===== src/sv/mbud_pkg.sv =====
// ----------------------------------------------------------------------------
// mbud_pkg
// Shared types and constants of the masked bit unpack dequantizer.
// ----------------------------------------------------------------------------
package mbud_pkg;

	// Configuration register indexes.
	localparam int CFG_IDX_W = 2;
	localparam logic [CFG_IDX_W-1:0] CFG_CODE_WIDTH  = 2'd0;
	localparam logic [CFG_IDX_W-1:0] CFG_SLOT_COUNT  = 2'd1;
	localparam logic [CFG_IDX_W-1:0] CFG_BASE_OFFSET = 2'd2;
	localparam logic [CFG_IDX_W-1:0] CFG_STEP_SIZE   = 2'd3;
	localparam int CFG_DATA_W = 32;

	// Reset values of the configuration registers.
	localparam logic [4:0]         RST_CODE_WIDTH  = 5'd8;
	localparam logic [8:0]         RST_SLOT_COUNT  = 9'd256;
	localparam logic signed [31:0] RST_BASE_OFFSET = 32'sd0;
	localparam logic signed [31:0] RST_STEP_SIZE   = 32'sd65536;

	// Input word kinds.
	localparam logic FUNC_MASK = 1'b0;
	localparam logic FUNC_DATA = 1'b1;

	// At most this many codes are unpacked from one data word.
	localparam logic [5:0] MAX_CODES_PER_WORD = 6'd32;

	localparam logic signed [63:0] SAT_MAX = 64'sd2147483647;
	localparam logic signed [63:0] SAT_MIN = -64'sd2147483648;

	typedef struct packed {
		logic [4:0]         code_width;
		logic [8:0]         slot_count;
		logic signed [31:0] base_offset;
		logic signed [31:0] step_size;
	} cfg_t;

	typedef enum logic [1:0] {
		OP_MASK_FIRST = 2'd0,
		OP_MASK_NEXT  = 2'd1,
		OP_DATA       = 2'd2
	} op_t;

	typedef struct packed {
		op_t         op;
		logic [31:0] word;
	} queue_item_t;

	// A zero code width behaves as a width of one.
	function automatic logic [4:0] eff_width(input logic [4:0] code_width);
		return (code_width == 5'd0) ? 5'd1 : code_width;
	endfunction

endpackage


===== src/sv/mbud_ifs.sv =====
// ----------------------------------------------------------------------------
// mbud_in_if / mbud_out_if
// Valid/ready stream channels of the masked bit unpack dequantizer.
// ----------------------------------------------------------------------------
interface mbud_in_if;
	logic        valid;
	logic        ready;
	logic        func;
	logic [31:0] word;

	modport source (output valid, output func, output word, input ready);
	modport sink (input valid, input func, input word, output ready);
endinterface

interface mbud_out_if;
	logic               valid;
	logic               ready;
	logic [7:0]         slot_index;
	logic signed [31:0] value;
	logic               last;
	logic [10:0]        bytes_used;

	modport source (output valid, output slot_index, output value, output last,
		output bytes_used, input ready);
	modport sink (input valid, input slot_index, input value, input last,
		input bytes_used, output ready);
endinterface


===== src/sv/mbud_ram.sv =====
// ----------------------------------------------------------------------------
// mbud_ram
// Generic single-write, single-read RAM with registered read data.
// ----------------------------------------------------------------------------
module mbud_ram #(
	parameter int WIDTH = 32,
	parameter int DEPTH = 8
) (
	input  logic                                       clk,
	input  logic                                       we,
	input  logic [((DEPTH > 1) ? $clog2(DEPTH) : 1)-1:0] waddr,
	input  logic [WIDTH-1:0]                           wdata,
	input  logic [((DEPTH > 1) ? $clog2(DEPTH) : 1)-1:0] raddr,
	output logic [WIDTH-1:0]                           rdata
);

	logic [WIDTH-1:0] mem [DEPTH];

	always_ff @(posedge clk) begin
		if (we) begin
			mem[waddr] <= wdata;
		end
		rdata <= mem[raddr];
	end

endmodule


===== src/sv/mbud_queue.sv =====
// ----------------------------------------------------------------------------
// mbud_queue
// Short FIFO of classified words between the front and the back end.
// ----------------------------------------------------------------------------
module mbud_queue #(
	parameter int DEPTH = 4
) (
	input  logic                  clk,
	input  logic                  arst_n,
	input  logic                  push,
	input  mbud_pkg::queue_item_t push_item,
	output logic                  full,
	input  logic                  pop,
	output mbud_pkg::queue_item_t pop_item,
	output logic                  nonempty
);
	import mbud_pkg::*;

	localparam int PTR_W = (DEPTH > 1) ? $clog2(DEPTH) : 1;
	localparam int CNT_W = $clog2(DEPTH + 1);

	queue_item_t      slots_q [DEPTH];
	logic [PTR_W-1:0] wr_ptr_q;
	logic [PTR_W-1:0] rd_ptr_q;
	logic [CNT_W-1:0] count_q;
	logic             do_push;
	logic             do_pop;

	assign full     = (count_q == CNT_W'(DEPTH));
	assign nonempty = (count_q != '0);
	assign pop_item = slots_q[rd_ptr_q];
	assign do_push  = push && !full;
	assign do_pop   = pop && nonempty;

	always_ff @(posedge clk or negedge arst_n) begin
		if (!arst_n) begin
			wr_ptr_q <= '0;
			rd_ptr_q <= '0;
			count_q  <= '0;
		end else begin
			if (do_push) begin
				wr_ptr_q <= (wr_ptr_q == PTR_W'(DEPTH - 1)) ? '0 : wr_ptr_q + PTR_W'(1);
			end
			if (do_pop) begin
				rd_ptr_q <= (rd_ptr_q == PTR_W'(DEPTH - 1)) ? '0 : rd_ptr_q + PTR_W'(1);
			end
			if (do_push && !do_pop) begin
				count_q <= count_q + CNT_W'(1);
			end else if (do_pop && !do_push) begin
				count_q <= count_q - CNT_W'(1);
			end
		end
	end

	always_ff @(posedge clk) begin
		if (do_push) begin
			slots_q[wr_ptr_q] <= push_item;
		end
	end

endmodule


===== src/sv/mbud_front.sv =====
// ----------------------------------------------------------------------------
// mbud_front
// Accepts input words, tracks mask progress and classifies each word.
// ----------------------------------------------------------------------------
module mbud_front #(
	parameter int LW = 4
) (
	input  logic                  clk,
	input  logic                  arst_n,
	input  logic [LW-1:0]         needed,
	mbud_in_if.sink               din,
	output logic                  push,
	output mbud_pkg::queue_item_t push_item,
	input  logic                  q_full
);
	import mbud_pkg::*;

	logic [LW-1:0] loaded_q;
	logic          is_mask;
	logic          mask_done;
	logic          accept;

	assign din.ready = !q_full;

	always_comb begin
		is_mask   = (din.func == FUNC_MASK);
		mask_done = (loaded_q >= needed);
		accept    = din.valid && din.ready;
		// Data words that arrive before the mask is complete are dropped here.
		push      = accept && (is_mask || mask_done);
		if (!is_mask) begin
			push_item.op = OP_DATA;
		end else if (mask_done) begin
			push_item.op = OP_MASK_FIRST;
		end else begin
			push_item.op = OP_MASK_NEXT;
		end
		push_item.word = din.word;
	end

	always_ff @(posedge clk or negedge arst_n) begin
		if (!arst_n) begin
			loaded_q <= '0;
		end else if (accept && is_mask) begin
			loaded_q <= mask_done ? LW'(1) : loaded_q + LW'(1);
		end
	end

endmodule


===== src/sv/mbud_back.sv =====
// ----------------------------------------------------------------------------
// mbud_back
// Stores the mask, walks the slots, unpacks codes and dequantizes them.
// ----------------------------------------------------------------------------
module mbud_back #(
	parameter int MAX_SLOTS = 256,
	parameter int PW        = 9
) (
	input  logic                  clk,
	input  logic                  arst_n,
	input  mbud_pkg::cfg_t        cfg,
	input  logic [PW-1:0]         n_slots,
	input  logic                  q_valid,
	input  mbud_pkg::queue_item_t q_item,
	output logic                  q_ready,
	mbud_out_if.source            dout
);
	import mbud_pkg::*;

	localparam int MASK_WORDS = (MAX_SLOTS + 31) / 32;
	localparam int AW         = (MASK_WORDS > 1) ? $clog2(MASK_WORDS) : 1;

	typedef enum logic [2:0] {
		ST_IDLE  = 3'b001,
		ST_SCAN  = 3'b010,
		ST_FETCH = 3'b100
	} state_t;

	state_t             st_q;
	logic [PW-1:0]      slot_pos_q;
	logic [PW-1:0]      present_q;
	logic [30:0]        lbits_q;
	logic [4:0]         lcount_q;
	logic [62:0]        acc_q;
	logic [5:0]         avail_q;
	logic [5:0]         cnt_q;
	logic [AW-1:0]      wptr_q;
	logic [31:0]        cache_q;
	logic [AW-1:0]      cache_idx_q;
	logic               cache_v_q;
	logic               pend_v_q;
	logic [PW-1:0]      pend_slot_q;
	logic [30:0]        pend_code_q;

	logic               s1_v_q;
	logic [7:0]         slot_s1;
	logic signed [63:0] prod_s1;
	logic               last_s1;
	logic [10:0]        bytes_s1;
	logic               out_v_q;
	logic [7:0]         slot_s2;
	logic signed [31:0] value_s2;
	logic               last_s2;
	logic [10:0]        bytes_s2;

	logic [4:0]         w;
	logic [PW-1:0]      pos_word;
	logic               at_end;
	logic               hit;
	logic               mbit;
	logic               found;
	logic               s1_ready;
	logic               s2_ready;
	logic               step_go;
	logic               emit;
	logic               take;
	logic               pop;
	logic [30:0]        lbits_m;
	logic [62:0]        acc_init;
	logic               ram_we;
	logic [AW-1:0]      ram_waddr;
	logic [AW-1:0]      ram_raddr;
	logic [31:0]        ram_rdata;
	logic [PW+4:0]      pbits;
	logic [31:0]        bsum;
	logic [31:0]        slot32;
	logic signed [63:0] prod;
	logic signed [63:0] sum;

	mbud_ram #(
		.WIDTH (32),
		.DEPTH (MASK_WORDS)
	) u_mask_ram (
		.clk   (clk),
		.we    (ram_we),
		.waddr (ram_waddr),
		.wdata (q_item.word),
		.raddr (ram_raddr),
		.rdata (ram_rdata)
	);

	always_comb begin
		w        = eff_width(cfg.code_width);
		pos_word = slot_pos_q >> 5;
		at_end   = (slot_pos_q >= n_slots);
		hit      = cache_v_q && (cache_idx_q == pos_word[AW-1:0]);
		mbit     = cache_q[slot_pos_q[4:0]];
		// A clear mask bit marks a present slot.
		found    = at_end || (hit && !mbit);
		s2_ready = !out_v_q || dout.ready;
		s1_ready = !s1_v_q || s2_ready;
		// The pending code is sent only once the next present slot is known,
		// since that decides whether it is the last one.
		step_go  = (st_q == ST_SCAN) && found && (!pend_v_q || s1_ready);
		emit     = step_go && pend_v_q;
		take     = step_go && !at_end && (avail_q >= {1'b0, w})
			&& (cnt_q < MAX_CODES_PER_WORD);
		q_ready  = (st_q == ST_IDLE);
		pop      = q_valid && q_ready;
		lbits_m  = lbits_q & ~(31'h7FFFFFFF << lcount_q);
		acc_init = {32'd0, lbits_m} | ({31'd0, q_item.word} << lcount_q);
		ram_we    = pop && (q_item.op != OP_DATA);
		ram_waddr = (q_item.op == OP_MASK_FIRST) ? '0 : wptr_q;
		ram_raddr = pos_word[AW-1:0];
		pbits     = (PW + 5)'(present_q) * (PW + 5)'(w);
		bsum      = 32'(n_slots >> 3) + ((32'(pbits) + 32'd7) >> 3);
		slot32    = 32'(pend_slot_q);
		prod      = $signed({1'b0, pend_code_q}) * cfg.step_size;
		sum       = 64'(cfg.base_offset) + prod_s1;
	end

	always_ff @(posedge clk or negedge arst_n) begin
		if (!arst_n) begin
			st_q        <= ST_IDLE;
			slot_pos_q  <= '0;
			present_q   <= '0;
			lbits_q     <= '0;
			lcount_q    <= '0;
			acc_q       <= '0;
			avail_q     <= '0;
			cnt_q       <= '0;
			wptr_q      <= '0;
			cache_q     <= '0;
			cache_idx_q <= '0;
			cache_v_q   <= 1'b0;
			pend_v_q    <= 1'b0;
			pend_slot_q <= '0;
			pend_code_q <= '0;
		end else begin
			case (st_q)
				ST_IDLE: begin
					if (pop) begin
						if (q_item.op == OP_DATA) begin
							acc_q   <= acc_init;
							avail_q <= {1'b0, lcount_q} + 6'd32;
							cnt_q   <= '0;
							st_q    <= ST_SCAN;
						end else begin
							cache_v_q <= 1'b0;
							if (q_item.op == OP_MASK_FIRST) begin
								// A mask word after a complete mask opens a new block.
								wptr_q     <= AW'(1);
								slot_pos_q <= '0;
								present_q  <= '0;
								lbits_q    <= '0;
								lcount_q   <= '0;
							end else begin
								wptr_q <= wptr_q + AW'(1);
							end
						end
					end
				end
				ST_SCAN: begin
					if (step_go) begin
						if (take) begin
							pend_v_q    <= 1'b1;
							pend_slot_q <= slot_pos_q;
							pend_code_q <= acc_q[30:0] & ~(31'h7FFFFFFF << w);
							acc_q       <= acc_q >> w;
							avail_q     <= avail_q - {1'b0, w};
							present_q   <= present_q + PW'(1);
							cnt_q       <= cnt_q + 6'd1;
							slot_pos_q  <= slot_pos_q + PW'(1);
						end else begin
							pend_v_q <= 1'b0;
							st_q     <= ST_IDLE;
							if (at_end) begin
								slot_pos_q <= n_slots;
								lbits_q    <= '0;
								lcount_q   <= '0;
							end else begin
								lbits_q  <= acc_q[30:0];
								lcount_q <= avail_q[4:0];
							end
						end
					end else if (!at_end && hit && mbit) begin
						slot_pos_q <= slot_pos_q + PW'(1);
					end else if (!at_end && !hit) begin
						st_q <= ST_FETCH;
					end
				end
				ST_FETCH: begin
					cache_q     <= ram_rdata;
					cache_idx_q <= pos_word[AW-1:0];
					cache_v_q   <= 1'b1;
					st_q        <= ST_SCAN;
				end
				default: begin
					st_q <= ST_IDLE;
				end
			endcase
		end
	end

	always_ff @(posedge clk or negedge arst_n) begin
		if (!arst_n) begin
			s1_v_q  <= 1'b0;
			out_v_q <= 1'b0;
		end else begin
			if (s1_ready) begin
				s1_v_q <= emit;
			end
			if (s2_ready) begin
				out_v_q <= s1_v_q;
			end
		end
	end

	always_ff @(posedge clk) begin
		if (s1_ready && emit) begin
			slot_s1  <= slot32[7:0];
			prod_s1  <= prod;
			last_s1  <= at_end;
			bytes_s1 <= at_end ? bsum[10:0] : 11'd0;
		end
		if (s2_ready && s1_v_q) begin
			slot_s2  <= slot_s1;
			last_s2  <= last_s1;
			bytes_s2 <= bytes_s1;
			if (sum > SAT_MAX) begin
				value_s2 <= 32'sh7FFFFFFF;
			end else if (sum < SAT_MIN) begin
				value_s2 <= 32'sh80000000;
			end else begin
				value_s2 <= sum[31:0];
			end
		end
	end

	assign dout.valid      = out_v_q;
	assign dout.slot_index = slot_s2;
	assign dout.value      = value_s2;
	assign dout.last       = last_s2;
	assign dout.bytes_used = bytes_s2;

endmodule


===== src/sv/masked_bit_unpack_dequantizer_unit.sv =====
// ----------------------------------------------------------------------------
// masked_bit_unpack_dequantizer_unit
// Unpacks masked, variable-width quantized codes and dequantizes them.
// ----------------------------------------------------------------------------
// Usage: write the four registers through cfg_we/cfg_index/cfg_wdata while
// the block is idle. Then send the mask words (func 0) followed by the packed
// data words (func 1) on din. Each present slot yields one transfer on dout
// with its index and base_offset + code * step_size, saturated; the final
// present slot carries last and the byte count.
// Back end: a mask word is written to the mask RAM from idle. A data word is
// started from idle; the slot walk then visits each slot, present or
// skipped, holds while the RAM is read each time it enters a new mask word,
// and returns to idle when it finishes. A code waits until the walk has
// found the next present slot or the end of the block, since that decides
// last; it then passes a multiply stage and an add and saturate stage,
// each registered, before it reaches dout. The slot walk of one slot per
// cycle sets the rate while the walk is not held by a mask RAM read or a
// stalled dout.
// A small queue lets din keep transferring while the back end works or dout
// is stalled; when the receiver stalls, the queue fills and din.ready falls.
// Reset clears all counters and the queue and loads the register defaults.
// ----------------------------------------------------------------------------
module masked_bit_unpack_dequantizer_unit #(
	parameter int MAX_SLOTS   = 256,
	parameter int QUEUE_DEPTH = 4
) (
	input  logic                           clk,
	input  logic                           arst_n,
	input  logic                           cfg_we,
	input  logic [mbud_pkg::CFG_IDX_W-1:0]  cfg_index,
	input  logic [mbud_pkg::CFG_DATA_W-1:0] cfg_wdata,
	mbud_in_if.sink                        din,
	mbud_out_if.source                     dout
);
	import mbud_pkg::*;

	localparam int MASK_WORDS = (MAX_SLOTS + 31) / 32;
	localparam int LW         = $clog2(MASK_WORDS + 1);
	localparam int PW         = ($clog2(MAX_SLOTS + 1) < 6) ? 6 : $clog2(MAX_SLOTS + 1);

	cfg_t          cfg_q;
	logic [31:0]   rnd;
	logic [31:0]   words_needed;
	logic [PW-1:0] n_slots;
	logic [LW-1:0] needed;
	logic          q_push;
	queue_item_t   q_push_item;
	logic          q_full;
	logic          q_pop;
	queue_item_t   q_pop_item;
	logic          q_nonempty;

	always_ff @(posedge clk or negedge arst_n) begin
		if (!arst_n) begin
			cfg_q.code_width  <= RST_CODE_WIDTH;
			cfg_q.slot_count  <= RST_SLOT_COUNT;
			cfg_q.base_offset <= RST_BASE_OFFSET;
			cfg_q.step_size   <= RST_STEP_SIZE;
		end else if (cfg_we) begin
			case (cfg_index)
				CFG_CODE_WIDTH:  cfg_q.code_width  <= cfg_wdata[4:0];
				CFG_SLOT_COUNT:  cfg_q.slot_count  <= cfg_wdata[8:0];
				CFG_BASE_OFFSET: cfg_q.base_offset <= cfg_wdata;
				CFG_STEP_SIZE:   cfg_q.step_size   <= cfg_wdata;
				default: begin
				end
			endcase
		end
	end

	// The slot count is rounded up to whole mask bytes and clamped.
	always_comb begin
		rnd = (32'(cfg_q.slot_count) + 32'd7) & ~32'd7;
		if (rnd < 32'd8) begin
			rnd = 32'd8;
		end
		if (rnd > 32'(MAX_SLOTS)) begin
			rnd = 32'(MAX_SLOTS);
		end
		words_needed = (rnd + 32'd31) >> 5;
		n_slots      = rnd[PW-1:0];
		needed       = words_needed[LW-1:0];
	end

	mbud_front #(
		.LW (LW)
	) u_front (
		.clk       (clk),
		.arst_n    (arst_n),
		.needed    (needed),
		.din       (din),
		.push      (q_push),
		.push_item (q_push_item),
		.q_full    (q_full)
	);

	mbud_queue #(
		.DEPTH (QUEUE_DEPTH)
	) u_queue (
		.clk       (clk),
		.arst_n    (arst_n),
		.push      (q_push),
		.push_item (q_push_item),
		.full      (q_full),
		.pop       (q_pop),
		.pop_item  (q_pop_item),
		.nonempty  (q_nonempty)
	);

	mbud_back #(
		.MAX_SLOTS (MAX_SLOTS),
		.PW        (PW)
	) u_back (
		.clk     (clk),
		.arst_n  (arst_n),
		.cfg     (cfg_q),
		.n_slots (n_slots),
		.q_valid (q_nonempty),
		.q_item  (q_pop_item),
		.q_ready (q_pop),
		.dout    (dout)
	);

endmodule

===== src/flat_wrapper.sv =====
// flat-port wrapper written by rule: the top's interface ports become plain ports
module masked_bit_unpack_dequantizer_unit_flat import mbud_pkg::*;
#(
	parameter int MAX_SLOTS   = 256,
	parameter int QUEUE_DEPTH = 4
)
  (clk, arst_n, cfg_we, cfg_index, cfg_wdata, din_valid, din_func, din_word, din_ready, dout_valid, dout_slot_index, dout_value, dout_last, dout_bytes_used, dout_ready);
  mbud_in_if din_i ();
  mbud_out_if dout_i ();
  input  logic clk;
  input  logic arst_n;
  input  logic cfg_we;
  input  logic [mbud_pkg::CFG_IDX_W-1:0] cfg_index;
  input  logic [mbud_pkg::CFG_DATA_W-1:0] cfg_wdata;
  input wire logic [$bits(din_i.valid)-1:0] din_valid;
  input wire logic [$bits(din_i.func)-1:0] din_func;
  input wire logic [$bits(din_i.word)-1:0] din_word;
  output wire logic [$bits(din_i.ready)-1:0] din_ready;
  output wire logic [$bits(dout_i.valid)-1:0] dout_valid;
  output wire logic [$bits(dout_i.slot_index)-1:0] dout_slot_index;
  output wire logic [$bits(dout_i.value)-1:0] dout_value;
  output wire logic [$bits(dout_i.last)-1:0] dout_last;
  output wire logic [$bits(dout_i.bytes_used)-1:0] dout_bytes_used;
  input wire logic [$bits(dout_i.ready)-1:0] dout_ready;
  assign din_i.valid = din_valid;
  assign din_i.func = din_func;
  assign din_i.word = din_word;
  assign din_ready = din_i.ready;
  assign dout_valid = dout_i.valid;
  assign dout_slot_index = dout_i.slot_index;
  assign dout_value = dout_i.value;
  assign dout_last = dout_i.last;
  assign dout_bytes_used = dout_i.bytes_used;
  assign dout_i.ready = dout_ready;
  masked_bit_unpack_dequantizer_unit #(.MAX_SLOTS(MAX_SLOTS), .QUEUE_DEPTH(QUEUE_DEPTH)) u_core (.clk(clk), .arst_n(arst_n), .cfg_we(cfg_we), .cfg_index(cfg_index), .cfg_wdata(cfg_wdata), .din(din_i), .dout(dout_i));
endmodule

===== config.mk =====
export PLATFORM = sky130hd
export DESIGN_NAME = masked_bit_unpack_dequantizer_unit_flat
export DESIGN_NICKNAME = d
export VERILOG_FILES = /design/src/sv/mbud_pkg.sv /design/src/sv/mbud_ifs.sv /design/src/sv/mbud_ram.sv /design/src/sv/mbud_queue.sv /design/src/sv/mbud_front.sv /design/src/sv/mbud_back.sv /design/src/sv/masked_bit_unpack_dequantizer_unit.sv /design/src/flat_wrapper.sv
export SDC_FILE = /design/constraint.sdc
export NUM_CORES = 2
export LEC_CHECK = 0
export BUFFER_PORTS_ARGS = -buffer_cell sky130_fd_sc_hd__buf_4
export CAP_MARGIN = 15
export CORE_AREA = 2 2 509 511
export CTS_CLUSTER_SIZE = 30
export DETAILED_ROUTE_END_ITERATION = 12
export DIE_AREA = 0 0 511 513
export PLACE_DENSITY = 0.43
export REMOVE_ABC_BUFFERS = 1
export SETUP_SLACK_MARGIN = 0.5
export SYNTH_ARGS = -nofsm -noshare
export SYNTH_HDL_FRONTEND = slang
export SYNTH_SLANG_ARGS = --single-unit

===== constraint.sdc =====
create_clock -name clk -period 10.7 [get_ports clk]
set_clock_uncertainty 0.15 [all_clocks]
set_input_delay 1.605 -clock clk [delete_from_list [all_inputs] [get_ports clk]]
set_output_delay 1.605 -clock clk [all_outputs]
set_load 0.03 [all_outputs]

==> flow_results.xml <==
<?xml version="1.0" encoding="UTF-8"?>
<metrics>
  <group name="final_layout">
    <metric name="layout.nets" unit="">8553</metric>
    <metric name="design_area" unit="um2">85100</metric>
    <metric name="multiInputGateArea" unit="um2">47400</metric>
    <metric name="final_common_cell" unit="">sky130_fd_sc_hd__inv_1</metric>
    <metric name="fillerInstances" unit="">26070</metric>
    <metric name="layout.area.seq" unit="um2">24070</metric>
    <metric name="area_delta_synth_final" unit="%">11.18</metric>
    <metric name="most-common-layout-cells" unit="">sky130_fd_sc_hd__inv_1, sky130_fd_sc_hd__fa_1, sky130_fd_sc_hd__nand2_1</metric>
    <metric name="layout_cells_sized_above_1" unit="">0.1116</metric>
  </group>
  <group name="setup_path">
    <metric name="critical_path.startpoint_type" unit="">flop</metric>
    <metric name="crit_path_end_kind" unit="">flop</metric>
    <metric name="critPathSlowestCell" unit="">sky130_fd_sc_hd__dfrtp_1</metric>
    <metric name="worst_path_cell_trace" unit="">and2_1 &gt; fa_1 &gt; fa_1 &gt; inv_1 &gt; fa_1 &gt; fa_1 &gt; inv_1 &gt; fa_1 &gt; fa_1 &gt; fa_1 &gt; fa_1 &gt; ha_1 &gt; a211oi_1 &gt; o211ai_1 &gt; a311o_1 &gt; a31o_2 &gt; nand4b_1 &gt; a21oi_1 &gt; nor2_1 &gt; o221ai_1 &gt; a221oi_1 &gt; o21ai_0 &gt; a311o_1 &gt; xnor2_1</metric>
    <metric name="worst_path_largest_cell_delay" unit="ps">1040</metric>
    <metric name="arrival" unit="ps">9610</metric>
    <metric name="path_class" unit="">flop to flop</metric>
    <metric name="critical-path-top-delay-family" unit="">adder cells</metric>
    <metric name="worst_path_required" unit="ps">11050</metric>
    <metric name="critical_path_peak_fanout" unit="">32</metric>
    <metric name="most_frequent_cp_cell" unit="">sky130_fd_sc_hd__fa_1</metric>
    <metric name="timing.critical_path.buf_inv" unit="">2</metric>
  </group>
  <group name="sta">
    <metric name="max_slew.worst_pin.slew" unit="ps">1100</metric>
    <metric name="min_period_over_period" unit="">0.8652</metric>
    <metric name="rsz_0062_raised_after_global_routing" unit="">no</metric>
    <metric name="setup_viol" unit="">0</metric>
    <metric name="max_freq" unit="GHz">0.1080</metric>
    <metric name="final.setup.tns" unit="ps">0</metric>
    <metric name="layout_min_cycle_time" unit="ps">9257</metric>
    <metric name="max_slew_margin" unit="">0.2474</metric>
    <metric name="worst_slack" unit="ps">1443</metric>
    <metric name="finalMaxSlewViolations" unit="">0</metric>
    <metric name="final_hold_viol_count" unit="">0</metric>
  </group>
  <group name="floorplanning">
    <metric name="floorplan.rows" unit="">186</metric>
    <metric name="die_area" unit="um2">262100</metric>
    <metric name="die_height" unit="um">513</metric>
    <metric name="placeableCoreArea" unit="um2">256200</metric>
    <metric name="floorplan.die.width" unit="um">511</metric>
    <metric name="io_pins" unit="">126</metric>
    <metric name="initial_core_util" unit="">0.2987</metric>
  </group>
  <group name="detailed_routing">
    <metric name="avgRoutedWirePerCell" unit="um">21.16</metric>
    <metric name="first_iter_violations" unit="">2902</metric>
    <metric name="avgViaCountPerCell" unit="">4.855</metric>
    <metric name="drt_first_pass_iters" unit="">6</metric>
    <metric name="wirelength" unit="um">225300</metric>
    <metric name="routed-via-count" unit="">51690</metric>
    <metric name="ant_nets" unit="">0</metric>
    <metric name="drc_errors" unit="">0</metric>
  </group>
  <group name="synthesis">
    <metric name="synth-edff-count" unit="">528</metric>
    <metric name="yosysSeqAreaShare" unit="">0.3143</metric>
    <metric name="asyncSetResetFlopFracSynth" unit="">0.3503</metric>
    <metric name="synthFlopType" unit="">sky130_fd_sc_hd__edfxtp_1</metric>
    <metric name="ys.warnings.count" unit="">0</metric>
    <metric name="syn-cell-area" unit="um2">76540</metric>
    <metric name="number_of_instances_in_the_synthesized_netlist" unit="">7215</metric>
    <metric name="synthDistinctLibCells" unit="">94</metric>
    <metric name="count_of_state_elements_after_synthesis" unit="">862</metric>
    <metric name="average_footprint_of_a_synthesized_cell" unit="um2">10.61</metric>
  </group>
  <group name="clock_tree">
    <metric name="cts.sinks" unit="">862</metric>
    <metric name="cts_tree" unit="">done</metric>
    <metric name="clock_tree.htree_level_count" unit="">3</metric>
    <metric name="clk_path_buf_depth" unit="">3</metric>
    <metric name="cts-root-buf" unit="">sky130_fd_sc_hd__clkbuf_16</metric>
    <metric name="post_cts_resize_count" unit="">0</metric>
    <metric name="insertion_delay" unit="ps">800</metric>
    <metric name="postCtsSetupBuffers" unit="">0</metric>
    <metric name="cts_hold_buf" unit="">0</metric>
    <metric name="inserted_clock_buffers" unit="">103</metric>
    <metric name="cts.clk_slew.worst_paths" unit="ps">60</metric>
  </group>
  <group name="global_route">
    <metric name="grt_first_pass_wirelength" unit="um">352300</metric>
    <metric name="globalRoute.totalOverflow" unit="">0</metric>
    <metric name="initial_antenna_violation_count" unit="">6</metric>
    <metric name="first_global_vias" unit="">56480</metric>
    <metric name="largest_net_degree_at_the_start_of_global_routing" unit="">94</metric>
    <metric name="grtUsageTotal" unit="">0.1731</metric>
  </group>
  <group name="power_and_ir_drop">
    <metric name="peakVddDrop" unit="mV">0.1525</metric>
    <metric name="power.leakage" unit="nW">37.65</metric>
    <metric name="power.density" unit="nW/um2">159.7</metric>
  </group>
  <group name="place">
    <metric name="gp_routability_congestion" unit="">0.8715</metric>
    <metric name="placement.cell_area" unit="um2">81300</metric>
    <metric name="place.port_buffers" unit="">125</metric>
    <metric name="hpwl_after_detailed_placement" unit="um">171500</metric>
    <metric name="pre_cts_slack" unit="ps">1254</metric>
  </group>
  <group name="outcome">
    <metric name="outcome" unit="">finished clean</metric>
  </group>
  <group name="job">
    <metric name="timing.max_cap.violations" unit="">0</metric>
  </group>
  <group name="worst_hold_path">
    <metric name="worstHoldPathType" unit="">flop to flop</metric>
  </group>
</metrics>
[report_power, final]
part	internal [mW]	leakage (nW)	total, mW	switching (mW)
registers	4.40	8.90	4.87	0.470
clock network	2.23	1.78	3.79	1.56
logic	1.72	27.0	4.93	3.21
total	8.35	37.7	13.6	5.24
[registers in the layout (all words and copies together), names as in the netlist, 11 cells and up]
| name | flops |
|---|---|
| u_core.cfg_q | 78 |
| u_core.u_back.acc_q | 63 |
| u_core.u_back.bytes_s1 | 11 |
| u_core.u_back.cache_q | 32 |
| u_core.u_back.dout.bytes_used | 11 |
| u_core.u_back.dout.value | 32 |
| u_core.u_back.lbits_q | 31 |
| u_core.u_back.pend_code_q | 31 |
| u_core.u_back.prod_s1 | 64 |
| u_core.u_back.u_mask_ram.mem | 256 |
| u_core.u_back.u_mask_ram.rdata | 32 |
| u_core.u_queue.slots_q | 136 |
[synth_stat cells (all sizes together), types with 60 or more instances]
cell type    n  area [um2]
a21oi      251        1260
clkbuf     354        1330
mux2i      249        2492
nor2       245       919.6
a21o        65       488.0
inv        961        3607
and2       669        4185
mux4       108        2432
fa         895       17920
nand2      814        3063
mux2       173        1948
ha         417        5218
buf         60       270.3
o21ai      286        1544
dfrtp      298        7457
edfxtp     528       15860
xnor2       90       788.3
nand3       92       460.4
[worst reg2reg max path, delay by kind of cell, from the launching register on]
kind / cells / cell delay, ps
DFF: 1 / 1040
and+or+nand+nor: 3 / 870
xor gates and xnor gates: 1 / 130
buffers and inverters: 2 / 110
AOI/OAI and AO/OA: 9 / 2470
adders and majority gates: 9 / 4280
[kinds of logic after synthesis]
logic type	after synthesis	synth area share
multiplexers	530	0.08979
adder cells (fa/ha/maj)	1312	0.3023
XOR/XNOR	145	0.01659
buffers and inverters	1377	0.06813
flip-flops	862	0.3143
AND/OR/NAND/NOR	2108	0.1364
AO/OA/AOI/OAI	881	0.07255
[per-layer routing]
layer / vias to the layer above / share of wire / track usage
li1: 23700 / - / -
met1: 26810 / 0.47 / 0.2390
met2: 936 / 0.48 / 0.2935
met3: 242 / 0.031 / 0.01601
met4: 2 / 0.021 / 0.03827
met5: - / 0.000080 / 0
[area by class of cell]
| type | instances | area share |
|---|---|---|
| inverters | 963 | 0.04250 |
| clock buffers | 138 | 0.03386 |
| clock inverters | 58 | 0.009748 |
| flip-flops and latches | 862 | 0.2828 |
| multi-input cells | 4976 | 0.5570 |
| diodes | 3 | 0.00008821 |
| well taps | 3384 | 0.04975 |
| repair buffers | 263 | 0.02424 |
[path summary, 6_finish.rpt]
check,from,endpoint,slack (ps),cells past startpoint
setup reg to reg,u_core.cfg_q[3]$_DFFE_PN0P_,u_core.u_back.prod_s1[63]$_DFFE_PP_,1440,24
hold / removal,u_core.u_back.slot_s1[3]$_DFFE_PP_,u_core.u_back.dout.slot_index[3]$_DFFE_PP_,260,0
min in group asynchronous,arst_n,u_core.u_back.cache_q[26]$_DFFE_PN0P_,750,1
max in group asynchronous,arst_n,u_core.u_queue.rd_ptr_q[0]$_DFFE_PN0P_,7310,3
hold reg to reg,u_core.u_back.slot_s1[3]$_DFFE_PP_,u_core.u_back.dout.slot_index[3]$_DFFE_PP_,260,0
setup / recovery,u_core.cfg_q[3]$_DFFE_PN0P_,u_core.u_back.prod_s1[63]$_DFFE_PP_,1440,24
[per-stage QoR]
stage	instances	utilization	hold WS, ps	power, mW
finish	10650	0.3321	255.7	13.59
global route	10640	0.3321	268.9	14.41
CTS	10640	0.3318	261.1	13.76
detailed placement	10450	0.3173	254.5	9.871
global placement	10440	0.3173	258.4	9.837
floorplan	6801	-	250.3	7.903
(Power assumes the default switching activity.)
